===== config.mk =====
export PLATFORM = sky130hd
export DESIGN_NAME = sr2_mix
export DESIGN_NICKNAME = d
export VERILOG_FILES = /design/src/hdl/sr2_pkg.sv /design/src/hdl/sr2_mix.sv
export SDC_FILE = /design/constraint.sdc
export NUM_CORES = 1
export LEC_CHECK = 0
export ABC_AREA = 1
export BUFFER_PORTS_ARGS = -buffer_cell sky130_fd_sc_hd__buf_2
export CELL_PAD_IN_SITES_DETAIL_PLACEMENT = 1
export CELL_PAD_IN_SITES_GLOBAL_PLACEMENT = 2
export CORE_ASPECT_RATIO = 1.1
export CORE_MARGIN = 4
export CORE_UTILIZATION = 26
export DETAILED_ROUTE_END_ITERATION = 16
export PLACE_DENSITY_LB_ADDON = 0.1
export SLEW_MARGIN = 15
export SYNTH_ARGS = -nofsm -noshare
export SYNTH_HDL_FRONTEND = slang
export SYNTH_SLANG_ARGS = --single-unit

===== constraint.sdc =====
create_clock -name i_clk -period 11.4 [get_ports i_clk]
set_input_delay 2.28 -clock i_clk [delete_from_list [all_inputs] [get_ports i_clk]]
set_output_delay 2.28 -clock i_clk [all_outputs]
set_load 0.02 [all_outputs]

===== src/hdl/sr2_pkg.sv =====
package sr2_pkg;

    localparam int DATA_W = 32;
    localparam int COEF_W = 32;
    localparam int C_FRAC = COEF_W - 2;
    localparam int NPROD  = 6;

    // rounded first products, first-level sums, rounded second products, final sums
    localparam int T0_W = DATA_W + 2;
    localparam int T_W  = DATA_W + 3;
    localparam int P_W  = T_W + 2;
    localparam int S_W  = P_W + 1;

    typedef struct packed {
        logic signed [DATA_W-1:0] x_in;
        logic signed [DATA_W-1:0] y_in;
        logic signed [DATA_W-1:0] z_in;
        logic signed [COEF_W-1:0] cosine;
        logic signed [COEF_W-1:0] sine;
        logic                     last_in;
    } t_sr2_in;

    typedef struct packed {
        logic signed [DATA_W-1:0] x_out;
        logic signed [DATA_W-1:0] y_out;
        logic signed [DATA_W-1:0] z_out;
        logic                     clipped;
        logic                     last_out;
    } t_sr2_out;

    typedef struct packed {
        logic signed [COEF_W-1:0] cosine;
        logic signed [COEF_W-1:0] sine;
        logic                     last;
    } t_sr2_side;

    localparam int SIDE_W = $bits(t_sr2_side);

endpackage


===== src/hdl/sr2_mix.sv =====
module sr2_mix (
    input  logic                           i_clk,
    input  logic                           i_rst_n,
    input  logic                           i_valid,
    output logic                           o_stall,
    input  logic signed [sr2_pkg::T0_W-1:0] i_r [sr2_pkg::NPROD],
    input  sr2_pkg::t_sr2_side             i_side,
    output logic                           o_valid,
    input  logic                           i_stall,
    output logic signed [sr2_pkg::T_W-1:0] o_t3,
    output logic signed [sr2_pkg::T_W-1:0] o_t4,
    output logic signed [sr2_pkg::T_W-1:0] o_t5,
    output logic signed [sr2_pkg::T_W-1:0] o_t6,
    output sr2_pkg::t_sr2_side             o_side
);
    import sr2_pkg::*;

    logic                  r_v;
    logic signed [T_W-1:0] r_t3, r_t4, r_t5, r_t6;
    t_sr2_side             r_side;

    logic signed [T_W-1:0] n_t3, n_t4, n_t5, n_t6;
    logic                  stall;

    // products in order: s*z, c*z, s*x, s*y, c*x, c*y
    always_comb begin
        n_t3 = T_W'(i_r[1]) - T_W'(i_r[2]);
        n_t4 = T_W'(i_r[1]) + T_W'(i_r[3]);
        n_t5 = T_W'(i_r[4]) + T_W'(i_r[0]);
        n_t6 = T_W'(i_r[5]) - T_W'(i_r[0]);
    end

    assign stall   = r_v && i_stall;
    assign o_stall = stall;
    assign o_valid = r_v;
    assign o_t3    = r_t3;
    assign o_t4    = r_t4;
    assign o_t5    = r_t5;
    assign o_t6    = r_t6;
    assign o_side  = r_side;

    always_ff @(posedge i_clk) begin
        if (!i_rst_n) begin
            r_v <= 1'b0;
        end else if (!stall) begin
            r_v <= i_valid;
        end
    end

    always_ff @(posedge i_clk) begin
        if (!stall && i_valid) begin
            r_t3   <= n_t3;
            r_t4   <= n_t4;
            r_t5   <= n_t5;
            r_t6   <= n_t6;
            r_side <= i_side;
        end
    end

endmodule


**After elaboration in Yosys (flattened, before gate mapping)**

Cells that the tools add are included.
W data, S select, Z words.

- $add $sub $neg: 4
- Reduce and logical (&&, ||, !) cells: 3

Operators by type and width:

| operator | count |
|---|---|
| $add A34 B34 Y35 | 2 |
| $sub A34 B34 Y35 | 2 |
| $logic_and A1 B1 Y1 | 2 |
| $logic_not A1 Y1 | 1 |

- Register bits: 206
- Bits of input ports: 273
- Output and inout bits: 207
- Logic and storage cells: 15

**Longest topological paths before layout**

- Word-level depth: 3
- Depth in mapped cells: 14
- Mapped depth without buffers: 14

**Least setup slack after synthesis**

No wires, ideal clock.

- Kind: input-to-reg
- Start point: input port i_stall
- End point: register r_side, in the netlist o_side[0] (enable)
- Setup time: 774 ps
- Arrival time: 10973 ps
- Data required time: 10626 ps
- Path slack: -347 ps
- Stages: 3
- Buffers on the path: 0
- Cells stage by stage: nand2_1 > inv_1 > nor2_1

- Longest elaborated chain between the ends: 3

Ends and longest elaborated chain:

| item | line | text |
|---|---|---|
| start: declaration | sr2_mix.sv:9 | `input logic i_stall,` |
| $logic_and A1 B1 Y1 | sr2_mix.sv:33 | `assign stall = r_v && i_stall;` |
| via o_stall | sr2_mix.sv:5 | `output logic o_stall,` |
| $logic_not A1 Y1 | sr2_mix.sv:51 | `if (!stall && i_valid) begin` |
| $logic_and A1 B1 Y1 | sr2_mix.sv:51 |  |
| end signal: assignment | sr2_mix.sv:56 | `r_side <= i_side;` |
| end: declaration | sr2_mix.sv:20 | `t_sr2_side r_side;` |

The timed path passes the listed nets, and every way through them passes these cells.
A chain may end at the register's enable or synchronous reset.

**Worst setup path in the final report**

- Start point: input port i_stall
- End point: output port o_stall

- Longest elaborated chain between the ends: 1

Ends and longest elaborated chain:

| item | line |
|---|---|
| $logic_and A1 B1 Y1 | sr2_mix.sv:33 |
| end: declaration | sr2_mix.sv:5 |

Every way passes these cells.

==> qor.yml <==
status: "finished, final reports clean"
fin_worst_skew_ns: 0.00938
fin_crit_sh_pct: 43.6
ys_ff_latch: 206
clockBufferDepth: 3
drive_gt1_share_pct: 22.0
rows: 95
ys_warn_count: 0
cts_hold_buffers: 0
grt_use_total_pct: 19.7
slowest_delay_ns: 0.18
cts_root_buf: "clkbuf_16"
cp.arrival_ns: 2.69
synth_top_area_share_pct: 38.3
vdd_drop_max_v: 0.000104
drv_slew: 0
synth_top_cell_by_area: "edfxtp_1"
crit_path_start_kind: "input pin"
power.density_mw_per_mm2: 131
die_w_um: 245
synth.net_count: 2613
drc: 0
cp_max_fo: 2
hp-class: "flop to flop"
dpl.hpwl_mm: 58.9
rsz0062_at_grt: "false"
cts_sinks: 206
die_y_um: 269
cp_common_cell: "buf_2"
final_antenna_net_count: 0
r2r_slack_ns: 8.95
placed_cells: 3506
tightest_slew_ns: 0.974
grt_pass1_wl_mm: 98.8
final_core_util_pct: 33.4
crit_required_ns: 9.12
total_power_mw: 2.67
p_leak_nw: 10.8
antenna_found_initial: 15
syn_inst: 2200
wl_per_cell_um: 19.1
syn2layout_area_growth_pct: 27.3
fin_nets: 3126
first_global_vias: 17157
core_mm2: 0.0612
overflow: 0
yosysUniqueCellTypes: 25
tns_ns: 0
syn_area_mm2: 0.0161
worst-setup-path-type: "input pin to output port"
max-cap-violations: 0
cts_setup_buffers: 0
cts_resized: 0
hold_viol: 0
start_util_pct: 26.3
final_cells: 3570
vias: 15932
syn_avg_cell_area_um2: 7.31
max_freq_mhz: 201
cts_tree: "yes"
period_needed_ns: 4.97
grt_max_degree: 96
slowest_stage: "buf_2"
drt_iter0_drc: 473
htree_levels: 1
vias_per_cell: 4.46
endpoint_kind: "output port"
setup_viol: 0
dr.pass1.iters: 5
io_pins: 480
maxSlewHeadroom_pct: 35.1
synthTopCellsByArea: "edfxtp_1 (38%), nand2_1 (16%), ha_1 (11%)"
die_area_mm2: 0.0659
port_buffers: 479
ys_seq_area_share_pct: 38.4
holdWs_ns: 0.505
routed_wl_mm: 68.1
cts_inserted_buffers: 29
path_cells: "buf_2 -> nand2_1 -> inv_1 -> buf_2"
cts.clk_slew.worst_paths_ns: 0.06
gp_congestion: 0.890
clk_latency_ns: 0.59
cell type report:
cell class                 instances  area [µm²]
antenna                           10        25.0
clock buffer                      38         759
clock inverter                    16         139
fill                            7722       40800
inverter                         423        1590
multi-input combinational       1571        8320
sequential                       206        6180
tap                              824        1030
timing repair buffer             482        2420
registers in the layout (all words and copies together), names as in the netlist:
name	count
o_valid	1
o_t5	35
o_t4	35
o_t6	35
o_t3	35
o_side	65
cell usage in the layout, fill, tap and decap left out, types with 18 or more instances in the layout:
master	synthesis	final
a21oi_1	140	140
buf_2	0	479
clkbuf_16	0	29
edfxtp_1	205	205
ha_1	136	136
inv_1	423	423
nand2_1	703	703
nand2_2	46	46
nand3_1	92	92
nor2_1	208	207
nor3_1	30	30
o21ai_0	64	64
o21bai_1	18	18
xor2_1	62	62
report_power, final:
| part | switching [mW] | internal [mW] |
|---|---|---|
| Combinational | 0.561 | 0.263 |
| Clock | 0.386 | 0.497 |
| Sequential | 0.0220 | 0.944 |
| Total | 0.969 | 1.70 |
worst max-delay path, delay by kind of cell:
family                 cells  cell delay (ns)
AND/OR/NAND/NOR            1             0.05
buffers and inverters      3             0.35
worst paths after layout:
check                       startpoint              endpoint  depth (start not counted)
setup / recovery               i_stall               o_stall                          4
hold / removal    o_valid$_SDFFE_PN0N_  o_valid$_SDFFE_PN0N_                          2
setup reg to reg  o_valid$_SDFFE_PN0N_     o_t3[5]$_DFFE_PP_                          5
hold reg to reg   o_valid$_SDFFE_PN0N_  o_valid$_SDFFE_PN0N_                          2
per-layer routing:
layer / wire length [µm] / up-vias / global-route usage (%)
li1: - / 8058 / -
met1: 24900 / 7435 / 20.5
met2: 37500 / 334 / 39.8
met3: 3990 / 93 / 4.03
met4: 1730 / 12 / 5.09
met5: 72 / - / 0
per-stage QoR:
stage          instance area [µm²]  setup slack [ns]
5_1_grt                      20400              6.39
2_1_floorplan                16100              3.13
3_3_place_gp                 19500              6.40
6_report                     20500              6.43
4_1_cts                      20400              6.43
3_5_place_dp                 19500              6.43
cell families after synthesis:
family,after synthesis,synth area share (%)
AOI/OAI and AO/OA,235,7.81
DFF,206,38.4
adders and majority gates,140,11.1
xor gates and xnor gates,68,3.70
buffers and inverters,423,9.88
and+or+nand+nor,1128,29.1
synth_stat cells:
| library cell | n |
|---|---|
| nand2_1 | 703 |
| inv_1 | 423 |
| nor2_1 | 208 |
| edfxtp_1 | 205 |
| a21oi_1 | 140 |
| ha_1 | 136 |
| nand3_1 | 92 |
| o21ai_0 | 64 |
| xor2_1 | 62 |
| nand2_2 | 46 |
| nor3_1 | 30 |
| o21bai_1 | 18 |
| nand4_1 | 16 |
| nor2_2 | 15 |
| nand3_2 | 12 |
| xnor2_1 | 6 |
| a21boi_0 | 5 |
| fa_1 | 4 |
| o21a_1 | 4 |
| a21o_1 | 2 |
| a21oi_2 | 2 |
| and2_1 | 2 |
| nor2_4 | 2 |
| nor4_1 | 2 |
| dfxtp_1 | 1 |
No activity file was read; power rests on OpenSTA's default activity.
