**src/hdl/sr2_pkg.sv**
```systemverilog
package sr2_pkg;

    localparam int DATA_W = 32;
    localparam int COEF_W = 32;
    localparam int C_FRAC = COEF_W - 2;
    localparam int NPROD  = 6;

    // rounded first products, first-level sums, rounded second products, final sums
    localparam int T0_W = DATA_W + 2;
    localparam int T_W  = DATA_W + 3;
    localparam int P_W  = T_W + 2;
    localparam int S_W  = P_W + 1;

    typedef struct packed {
        logic signed [DATA_W-1:0] x_in;
        logic signed [DATA_W-1:0] y_in;
        logic signed [DATA_W-1:0] z_in;
        logic signed [COEF_W-1:0] cosine;
        logic signed [COEF_W-1:0] sine;
        logic                     last_in;
    } t_sr2_in;

    typedef struct packed {
        logic signed [DATA_W-1:0] x_out;
        logic signed [DATA_W-1:0] y_out;
        logic signed [DATA_W-1:0] z_out;
        logic                     clipped;
        logic                     last_out;
    } t_sr2_out;

    typedef struct packed {
        logic signed [COEF_W-1:0] cosine;
        logic signed [COEF_W-1:0] sine;
        logic                     last;
    } t_sr2_side;

    localparam int SIDE_W = $bits(t_sr2_side);

endpackage

```
**src/hdl/sr2_sat.sv**
```systemverilog
module sr2_sat (
    input  logic                           i_clk,
    input  logic                           i_rst_n,
    input  logic                           i_valid,
    output logic                           o_stall,
    input  logic signed [sr2_pkg::P_W-1:0] i_r [sr2_pkg::NPROD],
    input  logic                           i_last,
    output logic                           o_valid,
    input  logic                           i_stall,
    output sr2_pkg::t_sr2_out              o_data
);
    import sr2_pkg::*;

    localparam logic signed [S_W-1:0] SMAX = {{(S_W-DATA_W+1){1'b0}}, {(DATA_W-1){1'b1}}};
    localparam logic signed [S_W-1:0] SMIN = {{(S_W-DATA_W+1){1'b1}}, {(DATA_W-1){1'b0}}};
    localparam logic [DATA_W-1:0]     DMAX = SMAX[DATA_W-1:0];
    localparam logic [DATA_W-1:0]     DMIN = SMIN[DATA_W-1:0];

    function automatic logic [DATA_W:0] f_sat(input logic signed [S_W-1:0] v);
        if (v > SMAX) begin
            return {1'b1, DMAX};
        end else if (v < SMIN) begin
            return {1'b1, DMIN};
        end
        return {1'b0, v[DATA_W-1:0]};
    endfunction

    logic                  r_v;
    t_sr2_out              r_q;

    logic signed [S_W-1:0] n_x, n_y, n_z;
    logic [DATA_W:0]       n_sx, n_sy, n_sz;
    t_sr2_out              n_q;
    logic                  stall;

    // products in order: c*t5, s*t4, c*t6, s*t3, c*t4, s*t5
    always_comb begin
        n_x  = S_W'(i_r[0]) + S_W'(i_r[1]);
        n_y  = S_W'(i_r[2]) - S_W'(i_r[3]);
        n_z  = S_W'(i_r[4]) - S_W'(i_r[5]);
        n_sx = f_sat(n_x);
        n_sy = f_sat(n_y);
        n_sz = f_sat(n_z);
        n_q.x_out    = n_sx[DATA_W-1:0];
        n_q.y_out    = n_sy[DATA_W-1:0];
        n_q.z_out    = n_sz[DATA_W-1:0];
        n_q.clipped  = n_sx[DATA_W] | n_sy[DATA_W] | n_sz[DATA_W];
        n_q.last_out = i_last;
    end

    assign stall   = r_v && i_stall;
    assign o_stall = stall;
    assign o_valid = r_v;
    assign o_data  = r_q;

    always_ff @(posedge i_clk) begin
        if (!i_rst_n) begin
            r_v <= 1'b0;
        end else if (!stall) begin
            r_v <= i_valid;
        end
    end

    always_ff @(posedge i_clk) begin
        if (!stall && i_valid) begin
            r_q <= n_q;
        end
    end

    a_clip_at_rail: assert property (@(posedge i_clk) disable iff (!i_rst_n)
        r_v && r_q.clipped |->
            (r_q.x_out == DMAX || r_q.x_out == DMIN || r_q.y_out == DMAX ||
             r_q.y_out == DMIN || r_q.z_out == DMAX || r_q.z_out == DMIN))
        else $error("clip flag set with no result at a rail");

endmodule

```
**config.mk**
```make
export PLATFORM = sky130hd
export DESIGN_NAME = sr2_sat
export DESIGN_NICKNAME = d
export VERILOG_FILES = /design/src/hdl/sr2_pkg.sv /design/src/hdl/sr2_sat.sv
export SDC_FILE = /design/constraint.sdc
export NUM_CORES = 1
export LEC_CHECK = 0
export BUFFER_PORTS_ARGS = -buffer_cell sky130_fd_sc_hd__buf_4
export CELL_PAD_IN_SITES_DETAIL_PLACEMENT = 1
export CELL_PAD_IN_SITES_GLOBAL_PLACEMENT = 1
export CORE_MARGIN = 5
export CORE_UTILIZATION = 30
export CTS_BUF_LIST = sky130_fd_sc_hd__clkbuf_8 sky130_fd_sc_hd__clkbuf_16
export DETAILED_ROUTE_END_ITERATION = 10
export PLACE_DENSITY = 0.65
export SLEW_MARGIN = 20
export SYNTH_ARGS = -nofsm -noshare
export SYNTH_HDL_FRONTEND = slang
export SYNTH_SLANG_ARGS = --single-unit
export TNS_END_PERCENT = 100
```
**constraint.sdc**
```tcl
create_clock -name i_clk -period 16.8 [get_ports i_clk]
set_input_delay 0 -clock i_clk [delete_from_list [all_inputs] [get_ports i_clk]]
set_output_delay 0 -clock i_clk [all_outputs]
set_load 0.03 [all_outputs]
```
Word-level counts from Yosys, hierarchy flattened
Cells that the tools add are included.

$add $sub $neg: 3. $lt $le $gt $ge: 6. Mux-type cells: 15. Bitwise gates (word level): 2. Reduce and logical (&&, ||, !) cells: 3.

Operators with widths (number): 2-to-1 mux 33 bit (9); greater-than comparator 38 x 32 -> 1 bit (second input constant) (3); < comparator 38 x 32 -> 1 bit (second input constant) (3); subtractor 37 x 37 -> 38 bit (2); adder 37 x 37 -> 38 bit (1); 2-to-1 mux 1 bit (6); logical AND 1 bit (2); bitwise OR 1 bit (2); logical NOT 1 bit (1).

Flip-flop bits (word level): 99. Output and inout bits: 100. Word-level logic and storage cells: 35.

Depth between registers and ports, before layout
Word-level depth: 7. Gate-level depth with buffers: 17. Gate-level depth less buffers: 15.

Worst setup path before layout
No wires, ideal clock.

Path type: flip-flop to flip-flop. Start: register r_v, in the netlist o_valid. End: register r_q, in the netlist o_data[0] (enable). Library setup time: 0.565 ns. Data arrival time: 5.041 ns. Setup slack: 11.193 ns. Cell stages (with the launch flop): 3. Buffers on the path: 0. Cells stage by stage: dfxtp_1 and2_1 nor2b_1.

Word-level cells in the longest chain between the ends: 3.

RTL lines: start, declared (RTL line sr2_sat.sv:28) `logic r_v;`; start signal, assigned (RTL line sr2_sat.sv:60) `r_v <= i_valid;`; logical AND 1 bit (RTL line sr2_sat.sv:51) `assign stall = r_v && i_stall;`; named net o_stall (RTL line sr2_sat.sv:5) `output logic o_stall,`; logical NOT 1 bit (RTL line sr2_sat.sv:65) `if (!stall && i_valid) begin`; logical AND 1 bit (RTL line sr2_sat.sv:65); end signal, assigned (RTL line sr2_sat.sv:66) `r_q <= n_q;`; end, declared (RTL line sr2_sat.sv:29) `t_sr2_out r_q;`.

The timed path passes the listed nets, and every way through them passes these cells. A chain may end at the register's enable or synchronous reset.

==> out/metrics.csv <==
metric,value,unit
synth_seq_cells,99,
r2r_slack,14790,ps
crit_path_end_kind,register,
synth.yosys.seq_area_share,28.5,%
die_x,196,µm
synth-edff-count,98,
dp_slack,12330,ps
io_buffers,326,
start_util,30.2,%
grt_setup_unrepaired,no,
post-route-min-period,3960,ps
synthArstFlopShare,0,%
cap_violations,0,
fin_util,39.6,%
core-area,0.0344,mm²
place_congestion,0.882,
critPathLaunchType,input port,
routedWlPerCell,18.7,µm
overflow,0,
die_h,196,µm
routed_wl,37100,µm
place_inst,1961,
cp.required,16860,ps
leakage,0.00613,µW
grt_first_pass_wirelength,57500,µm
max_freq,0.253,GHz
synth_area,0.0104,mm²
p_clk_share,20.6,%
dp_hpwl,31000,µm
cp_max_fo,25,
syn_inst,1222,
post_cts_buffers,0,
intPower,626,µW
cts_tree,done,
via_count,10200,
ios,327,
slew_violations,0,
power_frac_seq,31.3,%
switching_share,39.1,%
vias_per_cell,5.15,
setup_viol,0,
drt_iter0_markers,441,
fin_crit_sh,23.6,%
clockBufferDepth,2,
yosysWarnings,0,
cts_sinks,99,
cts_max_level,3,
drive_gt1_share,25.6,%
nets,1863,
grt_pass1_vias,10700,
vdd_ir_drop_max,44.7,µV
dieArea,0.0384,mm²
slew_headroom,27.9,%
antenna_left,0,
power_switching,403,µW
placed_area,0.0133,mm²
synth-main-ff-cell,edfxtp_1,
finalNonFillerCells,1988,
path_clk_slew,70,ps
groute.usage.overall,18.5,%
drc_errors,0,
worst_slack,12840,ps
ys_top_cells_by_area,"edfxtp_1 (28%), ha_1 (13%), a21o_1 (5.9%)",
fin_area,0.0136,mm²
syn_avg_cell_area,8.49,µm²
fillers,4178,
worst_hold_path_type,input port to register,
finalSetupTns,0,ps
grt_max_degree,64,
clk-insertion-delay-late,360,ps
worst-endpoint-arrival,4020,ps
skew,8.17,ps
p_per_area,75.5,mW/mm²
synth.top_cell.area_share,28.4,%
status,"complete, no violations",
syn_nets,1563,
cts_root_buffer,clkbuf_16,
drt_pass1_iterations,5,
synth_area_leader_cell,edfxtp_1,
final_hold_viol_count,0,
antenna_found_initial,6,
pwr-share-comb,48.1,%
numCtsBuffers,9,
syn2layout_area_growth,31.2,%
crit_type,input port to register,
synth_cell_types,77,
row_count,68,
worst_slew_pin_slew,1080,ps
[per-stage QoR]
step | hold WS [ps] | total power [µW]
finish | 33.8 | 1030
global route | 27.6 | 1090
CTS | 17.0 | 1040
detailed placement | 184 | 823
global placement | 179 | 816
floorplan | 98.9 | 653
[power by group through the flow]
| stage | registers [µW] | logic, µW | clock network, µW |
|---|---|---|---|
| 3_3_place_gp | 327 | 489 | 0 |
| 2_1_floorplan | 381 | 272 | 0 |
| 3_5_place_dp | 328 | 495 | 0 |
| 5_1_grt | 324 | 541 | 230 |
| 6_report | 321 | 495 | 212 |
| 4_1_cts | 322 | 498 | 220 |
[worst max-delay path: stages]
cell      delay [ps]
buf_4            110
ha_1             220
fa_1             420
nand2b_1         180
a21oi_1          190
o21a_1           230
o21ai_0          150
o31ai_1          460
a41oi_1          200
o21ai_1          260
a41oi_1          200
xnor2_2          270
a21oi_4          890
o21ai_0          230
[worst paths after layout]
check,start,to,cells after the start
min reg2reg,o_valid,o_data[39],2
max reg2reg,o_valid,o_data[22],3
min,i_r[185],o_data[66],3
max,i_r[74],o_data[45],14
[synthesized netlist by cell type, drive strengths merged (4+ instances only)]
| cell | instances |
|---|---|
| xor2 | 40 |
| o211ai | 16 |
| o2111ai | 5 |
| a21oi | 122 |
| or3 | 9 |
| nand2 | 98 |
| nand2b | 16 |
| nor4 | 8 |
| a2111oi | 4 |
| a41oi | 7 |
| a211oi | 12 |
| nand3 | 23 |
| a211o | 7 |
| ha | 111 |
| clkbuf | 31 |
| xnor2 | 57 |
| mux2i | 4 |
| buf | 15 |
| nor3 | 16 |
| o21a | 20 |
| inv | 103 |
| and3 | 6 |
| o31ai | 8 |
| nor2b | 11 |
| or2 | 10 |
| and2 | 6 |
| nand4 | 17 |
| a31oi | 15 |
| a21o | 81 |
| o21ai | 106 |
| o21bai | 16 |
| edfxtp | 98 |
| nor2 | 77 |
[per-layer routing]
metal / up-vias / GRT usage [%] / wire length (µm)
li1: 5088 / - / -
met1: 4867 / 24.1 / 16500
met2: 243 / 31.2 / 18100
met3: 41 / 2.85 / 1620
met4: 0 / 6.41 / 933
met5: - / 0 / 0
[cells in the final DEF (no fill, tap or decap), types with 5 or more instances in the layout]
cell and n:
buf_4 330, a21oi_1 112, ha_1 111, inv_1 105
nand2_1 98, edfxtp_1 98, a21o_1 81, nor2_1 77
o21ai_0 68, xnor2_1 56, xor2_1 40, o21ai_1 26
nand3_1 23, o21a_1 20, nand4_1 17, nand2b_1 16
nor3_1 16, o21bai_1 16, o211ai_1 15, a31oi_1 13
a211oi_1 12, o21ai_2 12, nor2b_1 10, a21oi_2 9
clkbuf_16 9, or3_1 8, nor4_1 7, a41oi_1 7
a211o_1 7, or2_2 7, o31ai_1 7, diode_2 6
and3_1 6, and2_1 5, o2111ai_1 5
[cell type report]
class | count | area (µm²) | area share, %
multi-input cells | 974 | 6860 | 50.4
flip-flops and latches | 99 | 2960 | 21.8
repair buffers | 335 | 2540 | 18.6
well taps | 455 | 569 | 4.18
inverters | 103 | 387 | 2.84
clock buffers | 9 | 225 | 1.65
clock inverters | 7 | 61.3 | 0.450
diodes | 6 | 15.0 | 0.110
[state kept, by name (all words and copies together) (netlist names)]
name,count
o_valid,1
o_data,98
[timing repair]
item                                   4_1_cts  5_1_grt
hold buffers                                 3        0
endpoints found under the hold margin        2        0
resized for setup                            0        0
[cell families (layout without fill, tap and decap cells)]
| logic type | after synthesis | count (layout) | synth area share (%) |
|---|---|---|---|
| multiplexers | 4 | 4 | 0.386 |
| AND/OR/NAND/NOR | 308 | 308 | 14.3 |
| adder cells (fa/ha/maj) | 114 | 114 | 14.0 |
| XOR/XNOR | 97 | 97 | 8.26 |
| buffers and inverters | 149 | 454 | 5.85 |
| AO/OA/AOI/OAI | 451 | 451 | 28.7 |
| other | 0 | 6 | 0 |
| flip-flops | 99 | 99 | 28.5 |
Power figures use the tool's default switching activity.
